`src/rtl/mccn_pkg.sv`:
```
// Package for the mean colour name classifier: field widths, colour codes,
// scaled thresholds, register indexes and the configuration struct.
// Used by mccn_classify and mean_color_name_classifier_core.
package mccn_pkg;

  localparam int FRAC_BITS = 4;
  localparam int CH_W      = 12;
  localparam int SUM_W     = 14;
  localparam int MUL_W     = 17;
  localparam int DIST_W    = 15;
  localparam int CLASS_W   = 4;
  localparam int IDX_W     = 2;

  typedef enum logic [CLASS_W-1:0] {
    COL_WHITE   = 4'd0,
    COL_BLACK   = 4'd1,
    COL_GRAY    = 4'd2,
    COL_ORANGE  = 4'd3,
    COL_YELLOW  = 4'd4,
    COL_RED     = 4'd5,
    COL_PURPLE  = 4'd6,
    COL_YGREEN  = 4'd7,
    COL_GREEN   = 4'd8,
    COL_BLUE    = 4'd9,
    COL_PINK    = 4'd10,
    COL_BROWN   = 4'd11
  } color_t;

  localparam logic [IDX_W-1:0] REG_GRAY_SPREAD = 2'd0;
  localparam logic [IDX_W-1:0] REG_WHITE_LEVEL = 2'd1;
  localparam logic [IDX_W-1:0] REG_BLACK_LEVEL = 2'd2;

  localparam logic [CH_W-1:0] RST_GRAY_SPREAD = 12'd480;
  localparam logic [CH_W-1:0] RST_WHITE_LEVEL = 12'd3200;
  localparam logic [CH_W-1:0] RST_BLACK_LEVEL = 12'd800;

  // Integer thresholds scaled to the channel fixed point.
  localparam logic [CH_W-1:0] T80  = CH_W'(80  << FRAC_BITS);
  localparam logic [CH_W-1:0] T100 = CH_W'(100 << FRAC_BITS);
  localparam logic [CH_W-1:0] T120 = CH_W'(120 << FRAC_BITS);
  localparam logic [CH_W-1:0] T150 = CH_W'(150 << FRAC_BITS);
  localparam logic [CH_W-1:0] T180 = CH_W'(180 << FRAC_BITS);
  localparam logic [CH_W-1:0] T200 = CH_W'(200 << FRAC_BITS);
  localparam logic [CH_W-1:0] FULL = CH_W'(255 << FRAC_BITS);

  typedef struct packed {
    logic [CH_W-1:0] gray_spread_limit;
    logic [CH_W-1:0] white_level;
    logic [CH_W-1:0] black_level;
  } cfg_t;

endpackage

```
`src/rtl/mccn_classify.sv`:
```
// Combinational colour naming of one blue, green, red triple.
// Depends on mccn_pkg for widths, thresholds, colour codes and cfg_t.
module mccn_classify (
  input  logic [mccn_pkg::CH_W-1:0] blue_mean,
  input  logic [mccn_pkg::CH_W-1:0] green_mean,
  input  logic [mccn_pkg::CH_W-1:0] red_mean,
  input  mccn_pkg::cfg_t            cfg,
  output mccn_pkg::color_t          color_class
);

  logic [mccn_pkg::CH_W-1:0]   b, g, r, mx, mn, spread;
  logic [mccn_pkg::SUM_W-1:0]  s, white3, black3;
  logic [mccn_pkg::MUL_W-1:0]  r10, g10, b10, s6, s4, s3;
  logic [mccn_pkg::CH_W-1:0]   adr, adg, adb;
  logic [mccn_pkg::DIST_W-1:0] dr, dg, db;

  assign b = blue_mean;
  assign g = green_mean;
  assign r = red_mean;

  always_comb begin
    mx = r;
    mn = r;
    if (g > mx) mx = g;
    if (b > mx) mx = b;
    if (g < mn) mn = g;
    if (b < mn) mn = b;
  end

  assign spread = mx - mn;
  assign s      = mccn_pkg::SUM_W'(r) + mccn_pkg::SUM_W'(g) + mccn_pkg::SUM_W'(b);
  assign white3 = mccn_pkg::SUM_W'(cfg.white_level) * mccn_pkg::SUM_W'(3);
  assign black3 = mccn_pkg::SUM_W'(cfg.black_level) * mccn_pkg::SUM_W'(3);

  // Ratio tests are cross-multiplied with small constants.
  assign r10 = mccn_pkg::MUL_W'(r) * mccn_pkg::MUL_W'(10);
  assign g10 = mccn_pkg::MUL_W'(g) * mccn_pkg::MUL_W'(10);
  assign b10 = mccn_pkg::MUL_W'(b) * mccn_pkg::MUL_W'(10);
  assign s6  = mccn_pkg::MUL_W'(s) * mccn_pkg::MUL_W'(6);
  assign s4  = mccn_pkg::MUL_W'(s) * mccn_pkg::MUL_W'(4);
  assign s3  = mccn_pkg::MUL_W'(s) * mccn_pkg::MUL_W'(3);

  // L1 distance to the full-scale primaries.
  assign adr = (r > mccn_pkg::FULL) ? r - mccn_pkg::FULL : mccn_pkg::FULL - r;
  assign adg = (g > mccn_pkg::FULL) ? g - mccn_pkg::FULL : mccn_pkg::FULL - g;
  assign adb = (b > mccn_pkg::FULL) ? b - mccn_pkg::FULL : mccn_pkg::FULL - b;
  assign dr  = mccn_pkg::DIST_W'(adr) + mccn_pkg::DIST_W'(g) + mccn_pkg::DIST_W'(b);
  assign dg  = mccn_pkg::DIST_W'(r) + mccn_pkg::DIST_W'(adg) + mccn_pkg::DIST_W'(b);
  assign db  = mccn_pkg::DIST_W'(r) + mccn_pkg::DIST_W'(g) + mccn_pkg::DIST_W'(adb);

  always_comb begin
    if (spread < cfg.gray_spread_limit) begin
      if (s > white3)      color_class = mccn_pkg::COL_WHITE;
      else if (s < black3) color_class = mccn_pkg::COL_BLACK;
      else                 color_class = mccn_pkg::COL_GRAY;
    end else if (r > g && r > b) begin
      if (g > mccn_pkg::T150 && r > mccn_pkg::T200 && b < mccn_pkg::T100)
        color_class = mccn_pkg::COL_ORANGE;
      else if (g > mccn_pkg::T180 && r > mccn_pkg::T200 && b < mccn_pkg::T120)
        color_class = mccn_pkg::COL_YELLOW;
      else if (r10 > s6 && g10 < s3)
        color_class = mccn_pkg::COL_RED;
      else if (r10 > s4 && b10 > s3)
        color_class = mccn_pkg::COL_PURPLE;
      else
        color_class = mccn_pkg::COL_RED;
    end else if (g > r && g > b) begin
      if (r > mccn_pkg::T150 && g > mccn_pkg::T180 && b < mccn_pkg::T100)
        color_class = mccn_pkg::COL_YGREEN;
      else
        color_class = mccn_pkg::COL_GREEN;
    end else if (b > r && b > g) begin
      if (r > mccn_pkg::T150 && b > mccn_pkg::T150 && g < mccn_pkg::T120)
        color_class = mccn_pkg::COL_PURPLE;
      else
        color_class = mccn_pkg::COL_BLUE;
    end else begin
      // No strictly dominant channel: fixed tests, then nearest primary.
      if (r > mccn_pkg::T150 && g > mccn_pkg::T150 && b < mccn_pkg::T100)
        color_class = mccn_pkg::COL_YELLOW;
      else if (r > mccn_pkg::T150 && b > mccn_pkg::T150 && g < mccn_pkg::T120)
        color_class = mccn_pkg::COL_PURPLE;
      else if (r > mccn_pkg::T180 && g > mccn_pkg::T100 && b > mccn_pkg::T180)
        color_class = mccn_pkg::COL_PINK;
      else if (r > mccn_pkg::T120 && g > mccn_pkg::T80 && b < mccn_pkg::T80)
        color_class = mccn_pkg::COL_BROWN;
      else if (dr <= dg && dr <= db)
        color_class = mccn_pkg::COL_RED;
      else if (dg <= db)
        color_class = mccn_pkg::COL_GREEN;
      else
        color_class = mccn_pkg::COL_BLUE;
    end
  end

endmodule

```
`src/rtl/mean_color_name_classifier_core.sv`:
```
// Top level of the mean colour name classifier: input register, classifier
// logic, result register and the configuration registers.
// Depends on mccn_pkg and mccn_classify.
//
//  channel | direction | word
//  s_*     | in        | tdata[11:0] blue_mean, [23:12] green_mean, [35:24] red_mean
//  m_*     | out       | tdata[3:0] color_class
//  cfg_*   | in        | cfg_index selects register, cfg_data is the value
//
// Two register stages: a word is captured in the input register, classified,
// and captured in the result register; one word is taken per cycle while
// m_tready does not stall the result. Both stages move together under
// m_tready; a stalled result holds a full input stage too.
// rst is synchronous and clears the valid flags and loads register defaults.
module mean_color_name_classifier_core (
  input  logic                       clk,
  input  logic                       rst,
  input  logic                       s_tvalid,
  output logic                       s_tready,
  input  logic [39:0]                s_tdata,   // blue_mean, green_mean, red_mean
  output logic                       m_tvalid,
  input  logic                       m_tready,
  output logic [7:0]                 m_tdata,   // color_class
  input  logic                       cfg_we,
  input  logic [mccn_pkg::IDX_W-1:0] cfg_index,
  input  logic [mccn_pkg::CH_W-1:0]  cfg_data
);

  mccn_pkg::cfg_t            cfg;
  logic                      in_valid;
  logic [mccn_pkg::CH_W-1:0] blue, green, red;
  mccn_pkg::color_t          color_next;
  mccn_pkg::color_t          color;
  logic                      advance;

  always_ff @(posedge clk) begin
    if (rst) begin
      cfg.gray_spread_limit <= mccn_pkg::RST_GRAY_SPREAD;
      cfg.white_level       <= mccn_pkg::RST_WHITE_LEVEL;
      cfg.black_level       <= mccn_pkg::RST_BLACK_LEVEL;
    end else if (cfg_we) begin
      case (cfg_index)
        mccn_pkg::REG_GRAY_SPREAD: cfg.gray_spread_limit <= cfg_data;
        mccn_pkg::REG_WHITE_LEVEL: cfg.white_level       <= cfg_data;
        mccn_pkg::REG_BLACK_LEVEL: cfg.black_level       <= cfg_data;
        default: ;
      endcase
    end
  end

  // The input stage empties when the result register can take its word.
  assign advance  = in_valid && (!m_tvalid || m_tready);
  assign s_tready = !in_valid || advance;

  always_ff @(posedge clk) begin
    if (rst) begin
      in_valid <= 1'b0;
    end else if (s_tready) begin
      in_valid <= s_tvalid;
    end
  end

  always_ff @(posedge clk) begin
    if (s_tvalid && s_tready) begin
      blue  <= s_tdata[11:0];
      green <= s_tdata[23:12];
      red   <= s_tdata[35:24];
    end
  end

  mccn_classify u_classify (
    .blue_mean   (blue),
    .green_mean  (green),
    .red_mean    (red),
    .cfg         (cfg),
    .color_class (color_next)
  );

  always_ff @(posedge clk) begin
    if (rst) begin
      m_tvalid <= 1'b0;
    end else if (!m_tvalid || m_tready) begin
      m_tvalid <= in_valid;
    end
  end

  always_ff @(posedge clk) begin
    if (advance) begin
      color <= color_next;
    end
  end

  assign m_tdata = {4'b0000, color};

  a_stall_blocks_input: assert property (@(posedge clk) disable iff (rst)
    (in_valid && m_tvalid && !m_tready) |-> !s_tready)
    else $error("input taken while both stages are full and stalled");

  a_drain: assert property (@(posedge clk) disable iff (rst)
    (m_tvalid && m_tready && !in_valid) |=> !m_tvalid)
    else $error("result word repeated after it was taken");

  a_refill: assert property (@(posedge clk) disable iff (rst)
    (in_valid && (!m_tvalid || m_tready)) |=> m_tvalid)
    else $error("classified word lost between stages");

  a_pad_zero: assert property (@(posedge clk) disable iff (rst)
    m_tvalid |-> (m_tdata[7:4] == 4'b0000))
    else $error("result padding bits not zero");

endmodule
```
`config.mk`:
```
export PLATFORM = sky130hd
export DESIGN_NAME = mean_color_name_classifier_core
export DESIGN_NICKNAME = d
export VERILOG_FILES = /design/src/rtl/mccn_pkg.sv /design/src/rtl/mccn_classify.sv /design/src/rtl/mean_color_name_classifier_core.sv
export SDC_FILE = /design/constraint.sdc
export NUM_CORES = 1
export LEC_CHECK = 0
export BUFFER_PORTS_ARGS = -buffer_cell sky130_fd_sc_hd__buf_2
export CORE_AREA = 2 2 170 172
export CTS_BUF_LIST = sky130_fd_sc_hd__clkbuf_4 sky130_fd_sc_hd__clkbuf_8 sky130_fd_sc_hd__clkbuf_16
export DETAILED_ROUTE_END_ITERATION = 8
export DIE_AREA = 0 0 172 174
export GPL_TIMING_DRIVEN = 0
export PLACE_DENSITY = 0.82
export SKIP_LAST_GASP = 1
export SLEW_MARGIN = 20
export SYNTH_ARGS = -nofsm -noshare
export SYNTH_HDL_FRONTEND = slang
export SYNTH_HIERARCHICAL = 1
export SYNTH_SLANG_ARGS = --single-unit
```
`constraint.sdc`:
```
create_clock -name clk -period 9.7 [get_ports clk]
set_clock_uncertainty 0.15 [all_clocks]
set_input_delay 2.425 -clock clk [delete_from_list [all_inputs] [get_ports clk]]
set_output_delay 2.425 -clock clk [all_outputs]
set_load 0.005 [all_outputs]
```
==> impl_results.md, run 1 <==
* Antenna violations before repair at 0
* Final setup viols at 0
* Cells after synthesis at 1,789
* Max clock buf depth at 2
* Critical path peak fanout at 10
* Most frequent cell after synthesis: ha_1
* Antenna-violating nets left at 0
* Core ar. at 28,200 µm²
* Startpoint Class: flop
* Global route overflow at 0
* Hpwl dp at 35,300 µm
* Critical Path AT at 9.01 ns
* Fraction of registers with async set/reset at 0%
* Largest net degree at the start of global routing at 21
* Max VDD drop at 191 µV
* First-pass GRT wire length at 68,400 µm
* Routed Wire Length at around 44,000 µm
* DR vias at 13,700
* Share of the synthesized area in the top cell type at 29.9%
* Yosys top cell by area: ha_1
* Max Slew Vio Count at 0
* Register area at around 2000 µm²
* Worst-Skew Late Latency at 0.34 ns
* Worst Hold Class: reg2reg
* CP required at 9.64 ns
* Drt first pass iters at 5
* 1st-iter DRT viols at 1,537
* Cts bufs inserted at 9
* Clock transition at path regs at approximately 0.06 ns
* Wirelength per Cell at around 20 µm
* Part of the cycle the worst path needs at 93.5%
* Hold path cells at 2
* Status: finished clean
* EDFF count, synth at 40
* Routed met3 length at 3600 µm
* Post-synth top flop: edfxtp_1
* Mapped Area at between 15,000 and 20,000 µm²
* Crit path kind: reg2reg
* Worst hold path endpoint: m_tvalid
* Tmin final at roughly 9.1 ns
* Worst rel slew slack at ~29%
* Final Hold Viols at 0
* CTS tree: built
* Input/output buffers at 59
* Fin nets at around 2,400
* CTS Hold Bufs at 0
* DR vias/cell at 6.05
* Worst-Margin Slew at approximately 1.1 ns
* Ant. Diodes at 0
* CTS HTree Levels at 3
* RD Place Congestion at approximately 0.97
* Multi-input gate area at 12,400 µm²
* Flop-to-flop setup slack at between 0.6 and 0.7 ns
* Row cnt at slightly above 60
* Max-cap violations at 0
* Share of cells above drive strength 1 at 6.39%
* Die Span Y at 174 µm
* Total GRT Usage at slightly below 30%
* Worst r2r dst: color[0]
* Fmax at roughly 0.11 GHz
* Top post-synthesis cells by area: ha_1 30%, edfxtp_1 7.9%, fa_1 7.4%
* Top layer used by detailed routing: met4
* Synth cell types at 75
* Synth top cells by count: 363 x ha_1, 194 x inv_1, 136 x a21oi_1, 136 x nor2_1, 90 x xnor2_1
* Clk sink count at just under 80
* Avg Synthesized Cell Area at 8.50 µm²
* Initial Util at 53.8%
* Setup TNS at 0 ns
* CP most frequent cell: ha_1
* FF+latch count, synth at 78
* # IOs at 69
* Detail Route met2 WL at 20,400 µm
* Root Buffer: clkbuf_16
* Smallest hold slack at approximately 0.32 ns
* Die area at ~30,000 µm²
* Slowest-stage cell, CP: edfxtp_1
* Reg2Reg Depth at a little over 40
* Warnings from Yosys at 6
* Vias in the first global route at approximately 14,000
* WL met1 at 18,000 µm
* DRC violations left at 0
* Fillers at 2,448
* CP max stage delay at 0.41 ns
* Hold Crit Start: in_valid
* Die W at about 170 µm
* CP Capture Type: flop
* Static leakage at 8.01 nW
* RSZ-0062 raised after global routing: no
* Area Overhead vs Synth at 7.83%
* Sequential fraction of the synthesis area at around an eighth
* Worst r2r src: red[11]
* Power Density at approximately 220 nW/µm²
-- per-layer routing --
layer	GRT usage (%)	vias up
met1	36.2	6343
met5	0	-
li1	-	6546
met3	5.62	174
met2	48.7	633
met4	13.4	0
-- cell type report --
class	count	area share (%)
Sequential cell	78	12.0
Buffer	30	1.02
Clock buffer	11	1.50
Timing Repair Buffer	71	2.47
Multi-Input combinational cell	1488	75.4
Tap cell	384	2.93
Inverter	196	4.51
Clock inverter	5	0.191
-- timing repair --
item                                    4_1_cts  5_1_grt
buffers inserted                              0       11
endpoints found under the setup margin        0        4
resized for setup                             0        9
-- sequential cells by signal (all words and copies together) (netlist names) --
signal and flops:
cfg 36, blue 12, in_valid 1, green 12, red 12, m_tvalid 1, color 4
-- layout by cell type (no fill, tap or decap), types with 52 or more instances in the layout --
master,Yosys,routed
ha_1,363,363
inv_1,194,193
nor2_1,136,136
a21oi_1,136,136
xnor2_1,90,90
o21ai_0,78,78
nand2_1,77,77
a21o_1,68,68
buf_2,5,63
nand2b_1,61,61
fa_1,56,56
mux2i_1,53,52
-- kinds of logic after synthesis --
kind of cell	share of synthesized area, %
flip-flops	12.9
XOR/XNOR	6.97
buffers and inverters	5.90
multiplexers	4.16
adder cells (fa/ha/maj)	37.3
other	0.0247
AND/OR/NAND/NOR	14.4
AO/OA/AOI/OAI	18.3
-- stage by stage --
| step | setup WS, ns | util, % | area, µm² | instances | power (mW) |
|---|---|---|---|---|---|
| finish | 0.626 | 58.0 | 16400 | 2263 | 3.54 |
| global route | 0.0316 | 58.0 | 16400 | 2263 | 3.89 |
| CTS | 0.205 | 57.7 | 16300 | 2252 | 3.48 |
| detailed placement | 0.220 | 56.7 | 16000 | 2236 | 3.13 |
| global placement | 0.574 | 56.6 | 16000 | 2235 | 3.01 |
| floorplan | 1.90 | - | 15200 | 1792 | 2.45 |
-- how the worst max path moves through the flow --
stage	depth (start not counted)	startpoint	to
finish	41	red[11]	color[0]
CTS	41	red[11]	color[0]
global placement	41	red[11]	color[0]
floorplan	41	red[11]	color[0]
global route	41	red[11]	color[0]
detailed placement	41	red[11]	color[0]
-- report_power, final --
part / total [mW] / internal [mW] / switching (mW)
Sequential: 0.431 / 0.378 / 0.0527
Clock: 0.323 / 0.184 / 0.139
Combinational: 2.79 / 1.19 / 1.60
-- critical path: cells and delay by family, from the launching register on --
| kind | cells | cell delay (ns) |
|---|---|---|
| compound gates | 16 | 3.18 |
| simple gates | 14 | 2.13 |
| buf+inv | 5 | 1.32 |
| fa+ha+maj | 4 | 1.16 |
| flops | 1 | 0.41 |
| mux | 1 | 0.35 |
| xor+xnor | 1 | 0.10 |
Note: power is estimated with default switching activity, not from simulation.
==> inputs of run 2 (changes only) <==
Settings changed: CORE_AREA 2 2 170 172 to 2 2 173 175, DIE_AREA 0 0 172 174 to 0 0 175 177, SYNTH_HIERARCHICAL 1 to not set.
==> run 2 against run 1 <==
  * Maximum frequency is 1.1% lower
  * Wire length is 13% higher
  * Combinational power is 18% higher
  * Flip-flop and latch count stayed put
  * Global-route usage is 2.7 points higher
  * Critical path type unchanged
  * Register-to-register slack worse by 0.099 ns
==> impl_results.md, run 2 <==
* Avg Synthesized Cell Area at 8.12 µm² (-4.4%)
* Routed met3 length at 3120 µm (-13%)
* Synth cell types at 81 (+8.0%)
* Max clock buf depth at 2 (unchanged)
* Slowest-stage cell, CP: nor4_1
* Max VDD drop at 142 µV (-26%)
* Area Overhead vs Synth at 8.64%
* RD Place Congestion at 1.02 (+4.9%)
* DR vias at 15,100 (+10%)
* Routed Wire Length at 49,900 µm (+13%)
* Fraction of registers with async set/reset at 0% (unchanged)
* Most frequent cell after synthesis: ha_1
* Share of the synthesized area in the top cell type at 31.7% (+1.8 points)
* Share of cells above drive strength 1 at 7.54% (+1.2 points)
* Initial Util at 54.0% (+0.20 points)
* Max Slew Vio Count at 0 (unchanged)
* Clk sink count at 78 (unchanged)
* Crit path kind: reg2reg
* Worst Hold Class: reg2reg
* Final core utilization at 58.7% (+0.65 points)
* Vias in the first global route at 14,800 (+9.3%)
* Mapped Area at 15,800 µm² (+4.0%)
* Commonest cells after routing, fill and taps aside: 400 x ha_1, 189 x a21oi_1, 163 x inv_1, 155 x nand2_1, 135 x nor2_1
* Antenna-violating nets left at 0 (unchanged)
* Post-synth top flop: edfxtp_1
* Row cnt at 63 (+1.6%)
* Crit. Startpoint: green[0]
* Fmax at 0.109 GHz (-1.1%)
* Largest net degree at the start of global routing at 21 (unchanged)
* Input/output buffers at 59 (unchanged)
* FF+latch count, synth at 78 (unchanged)
* Worst rel slew slack at 24.5% (-4.1 points)
* Die Span Y at 177 µm (+1.7%)
* Drt first pass iters at 5 (unchanged)
* 1st-iter DRT viols at 996 (-35%)
* Register area at 1960 µm² (unchanged)
* Worst setup endpoint: color[1]
* Power Density at 237 nW/µm² (+9.7%)
* CP required at 9.68 ns (+0.04 ns)
* Global route overflow at 0 (unchanged)
* Sequential fraction of the synthesis area at 12.4% (-0.49 points)
* Max reg flops at 36 (unchanged)
* Cts bufs inserted at 9 (unchanged)
* Overall power at 4.07 mW (+15%)
* Die W at 175 µm (+1.7%)
* Status: finished clean
* Max-cap violations at 0 (unchanged)
* EDFF count, synth at 40 (unchanged)
* Startpoint Class: flop
* Synth top cells by count: 400 x ha_1, 190 x a21oi_1, 163 x inv_1
* Part of the cycle the worst path needs at 94.6% (+1.0 points)
* WL met1 at 19,900 µm (+11%)
* Final worst slack at 0.527 ns (-0.0993 ns)
* Detail Route met2 WL at 23,600 µm (+16%)
* DRC violations left at 0 (unchanged)
* Final Hold Viols at 0 (unchanged)
* First-pass GRT wire length at 77,200 µm (+13%)
* CTS HTree Levels at 3 (unchanged)
* CP max stage delay at 0.88 ns (+0.47 ns)
* Static leakage at 8.30 nW (+3.7%)
* Root Buffer: clkbuf_16
* Warnings from Yosys at 0 (-6)
* Antenna violations before repair at 1 (+1)
* Hpwl dp at 39,700 µm (+13%)
* # IOs at 69 (unchanged)
* Worst r2r dst: color[1]
* Largest Register: cfg
* DR vias/cell at 6.18 (+2.2%)
* Yosys top cell by area: ha_1
* Tmin final at 9.17 ns (+0.0993 ns)
* Critical path peak fanout at 8 (-2)
* Ant. Diodes at 0 (unchanged)
* Wirelength per Cell at 20.4 µm (+4.4%)
* Pre-CTS setup slack at -0.0692 ns (-0.289 ns)
* Die area at 31,000 µm² (+3.5%)
* Worst-Skew Late Latency at 0.36 ns (+0.02 ns)
* Clock transition at path regs at 0.08 ns (+0.02 ns)
* CP Capture Type: flop
* # placed instances at 2,399 (+7.3%)
* Worst r2r src: green[0]
* Final std cells w/o fill at 2,446 (+8.1%)
* Fillers at 2,594 (+6.0%)
* Reg2Reg Depth at 32 (-22%)
* Top post-synthesis cells by area: ha_1 32%, edfxtp_1 7.6%, a21oi_1 6.0%
* Most common cell after layout, fill and taps aside: ha_1
* Critical Path AT at 9.15 ns (+0.14 ns)
* Cells after synthesis at 1,946 (+8.8%)
* Worst-Margin Slew at 1.12 ns (+0.0512 ns)
* Final setup viols at 0 (unchanged)
* Top layer used by detailed routing: met4
* Total GRT Usage at 31.9% (+2.7 points)
* RSZ-0062 raised after global routing: no
* Multi-input gate area at 13,100 µm² (+6.1%)
* CTS tree: built
* Fin area at 17,200 µm² (+4.7%)
* Placed instance area at 16,600 µm² (+3.8%)
* Core ar. at 29,200 µm² (+3.6%)
* Flop-to-flop setup slack at 0.53 ns (-0.10 ns)
* Fin nets at 2,524 (+7.3%)
[run 2: final cells by class]
cell class	count	share of cell area, %
tap	390	2.84
clock buffer	9	1.31
buffer	31	0.809
inverter	163	3.56
multi-input combinational	1675	76.4
timing repair buffer	93	3.32
clock inverter	7	0.350
sequential	78	11.4
[run 2: metal layers]
| layer | vias up | GRT usage, % |
|---|---|---|
| li1 | 7304 | - |
| met4 | 0 | 20.8 |
| met3 | 191 | 4.25 |
| met5 | - | 0 |
| met1 | 7075 | 36.6 |
| met2 | 556 | 55.7 |
[run 2: critical path: cells and delay by family (launching register included)]
family          cells  cell delay (ns)
compound gates     11             2.36
xor+xnor            3             1.13
fa+ha+maj           5             1.83
buf+inv             1             0.10
flops               1             0.73
simple gates       12             2.59
[run 2: worst min path at each step]
stage | slack, ns | start | cells after the start | end
finish | 0.30 | cfg[24] | 2 | cfg[24]
global route | 0.33 | cfg[24] | 2 | cfg[24]
CTS | 0.31 | cfg[24] | 2 | cfg[24]
detailed placement | 0.30 | cfg[24] | 2 | cfg[24]
global placement | 0.30 | cfg[35] | 2 | cfg[35]
floorplan | 0.28 | cfg[24] | 2 | cfg[24]
[run 2: cell families after synthesis]
kind of cell / synth area share (%)
compound gates: 22.9
simple gates: 15.2
fa+ha+maj: 33.5
buf+inv: 4.77
xor+xnor: 8.81
flops: 12.4
mux: 2.38
other cells: 0.0237
[run 2: stage by stage]
step	hold WS (ns)	setup TNS, ns
final	0.305	0
after global routing	0.327	0
after CTS	0.307	0
after detailed placement	0.298	-0.137
after global placement	0.297	0
after floorplan	0.284	0
[run 2: what timing repair did]
item,in CTS,in global routing
gates resized for setup,1,7
setup buffers,0,33
hold buffers,0,0
pin swaps,0,0
setup endpoints to repair,3,4
[run 2: report_power, final]
group	total [mW]	switching, mW	internal [mW]
clock network	0.353	0.174	0.179
registers	0.418	0.0432	0.375
logic	3.30	1.93	1.37
total	4.07	2.15	1.92
==> inputs of run 3 (changes only) <==
Settings changed: PLACE_DENSITY 0.82 to 0.84.
Clock period 9.7 ns to 7.9 ns, I/O delays scaled along.
==> run 3 against run 2 <==
  * Power is 29% higher
  * Global-route usage increased by 0.14 points
  * Critical path type unchanged
  * Critical path depth grew 3
==> impl_results.md, run 3 (synthesis results as in run 2) <==
* CP required at 7.99 ns (-1.69 ns)
* Reg2Reg Depth at 35 (+9.4%)
* Flop-to-flop setup slack at 0.17 ns (-0.35 ns)
* Vias in the first global route at 15,100 (+2.5%)
* Final Hold Viols at 0 (unchanged)
* CP most frequent cell: ha_1
* Switch Pwr at 2.74 mW (+28%)
* Worst hold path endpoint: cfg[27]
* Worst Hold Class: reg2reg
* DR vias at 15,600 (+3.3%)
* Status: finished clean
* Clock transition at path regs at 0.08 ns (about the same)
* Combinational power share at 82.2% (+1.2 points)
* DR vias/cell at 6.33 (+2.3%)
* Worst r2r dst: color[1]
* Input/output buffers at 59 (unchanged)
* Sequential group share of total power at 9.6% (-0.7 points)
* Antenna violations before repair at 0 (-1)
* Area Overhead vs Synth at 12.0%
* Power Density at 297 nW/µm² (+25%)
* Hold path cells at 2 (unchanged)
* 1st-iter DRT viols at 1,261 (+27%)
* CP Capture Type: flop
* Row cnt at 63 (unchanged)
* Die Span Y at 177 µm (unchanged)
* Die area at 31,000 µm² (unchanged)
* Clk network pwr share at 8.2% (-0.5 points)
* # IOs at 69 (unchanged)
* CTS HTree Levels at 3 (unchanged)
* Share of cells above drive strength 1 at 10.4% (+2.9 points)
* Critical path peak fanout at 10 (+2)
* Drt first pass iters at 8 (+3)
* Commonest cells after routing, fill and taps aside: 394 x ha_1, 187 x a21oi_1, 161 x inv_1, 154 x nand2_1, 132 x nor2_1
* DRC violations left at 0 (unchanged)
* Wirelength per Cell at 20.8 µm (+1.7%)
* Slowest-stage cell, CP: edfxtp_1
* Core ar. at 29,200 µm² (unchanged)
* Worst path bufs/invs at 3 (+2)
* Fmax at 0.129 GHz (+19%)
* RD Place Congestion at 1.04 (+1.4%)
* Part of the cycle the worst path needs at 97.8% (+3.2 points)
* Static leakage at 8.50 nW (+2.4%)
* CTS tree: built
* Final setup viols at 0 (unchanged)
* Root Buffer: clkbuf_16
* Routed Wire Length at 51,200 µm (+2.6%)
* Fin nets at 2,547 (+0.91%)
* Largest Register: cfg
* Antenna-violating nets left at 0 (unchanged)
* Max reg flops at 36 (unchanged)
* Max Slew Vio Count at 0 (unchanged)
* Initial Util at 54.0% (unchanged)
* Int Power at 2.52 mW (+31%)
* Final core utilization at 60.5% (+1.8 points)
* Clk sink count at 78 (unchanged)
* Worst r2r src: green[7]
* Max clock buf depth at 2 (unchanged)
* Cts bufs inserted at 9 (unchanged)
* Worst-Margin Slew at 1.40 ns (+0.281 ns)
* Switching share of total power at 52.2% (-0.62 points)
* Global route overflow at 0 (unchanged)
* Largest net degree at the start of global routing at 31 (+48%)
* Worst-Skew Late Latency at 0.36 ns (about the same)
* Ant. Diodes at 0 (unchanged)
* Hold Crit Start: cfg[27]
* Max-cap violations at 0 (unchanged)
* First-pass GRT wire length at 77,500 µm (+0.47%)
* Most common cell after layout, fill and taps aside: ha_1
* Crit path kind: reg2reg
* Tmin final at 7.73 ns (-1.45 ns)
* Worst rel slew slack at 5.61% (-19 points)
* Total GRT Usage at 32.0% (+0.14 points)
* Final std cells w/o fill at 2,469 (+0.94%)
* Max VDD drop at 205 µV (+44%)
* CP max stage delay at 0.51 ns (-0.37 ns)
* Hpwl dp at 38,900 µm (-2.0%)
* Startpoint Class: flop
* CP delay by family, top: compound AO/OA/AOI/OAI gates
* Critical Path AT at 7.81 ns (-1.34 ns)
* Die W at 175 µm (unchanged)
* # placed instances at 2,399 (unchanged)
run 3: tightest hold or removal path, stage by stage (launching register included):
cell	delay (ns)
dfxtp_1	0.31
nand2_1	0.05
a21oi_1	0.05
run 3: worst max path at each step:
stage             start  cells after the start  slack, ns  endpoint
2_1_floorplan  green[7]                     36       0.23  color[2]
3_3_place_gp   green[7]                     34      -1.49  color[1]
3_5_place_dp   green[7]                     34      -1.65  color[1]
4_1_cts          red[0]                     32       0.04  color[1]
5_1_grt          red[1]                     35      -0.13  color[1]
6_report       green[7]                     35       0.17  color[1]
run 3: final cells by class:
type	count	area, µm²
inverter	163	612
fill	2452	11500
sequential	78	1960
tap	390	488
clock inverter	7	62.6
multi-input combinational	1675	13400
clock buffer	9	225
timing repair buffer	115	732
buffer	32	194
run 3: routing by layer:
metal	vias to the layer above	part of all wire (%)	global-route usage, %
li1	7351	-	-
met1	7221	39	37.2
met2	773	45	54.1
met3	274	8.8	6.12
met4	0	7.7	20.9
met5	-	0	0
run 3: what timing repair did:
item	4_1_cts	5_1_grt
hold buffers	0	0
endpoints found under the setup margin	4	4
pin swaps	12	21
gates resized for setup	47	48
buffers inserted	29	26
gates cloned	0	0
endpoints found under the hold margin	0	0
run 3: metrics by stage:
step	hold slack, ns	setup slack, ns	power (mW)	setup TNS (ns)	cell area (µm²)
floorplan	0.284	0.230	3.42	0	15800
global placement	0.299	-1.49	4.22	-5.38	16600
detailed placement	0.300	-1.65	4.42	-6.10	16600
CTS	0.310	0.0443	5.03	0	17300
global route	0.344	-0.134	5.71	-0.430	17700
finish	0.309	0.174	5.26	0	17700
run 3: power groups by stage:
stage	logic, mW	clock network [mW]	registers, mW
after floorplan	2.92	0	0.499
after CTS	4.09	0.432	0.504
after global routing	4.76	0.449	0.503
after global placement	3.69	0	0.533
final	4.33	0.431	0.502
after detailed placement	3.89	0	0.533
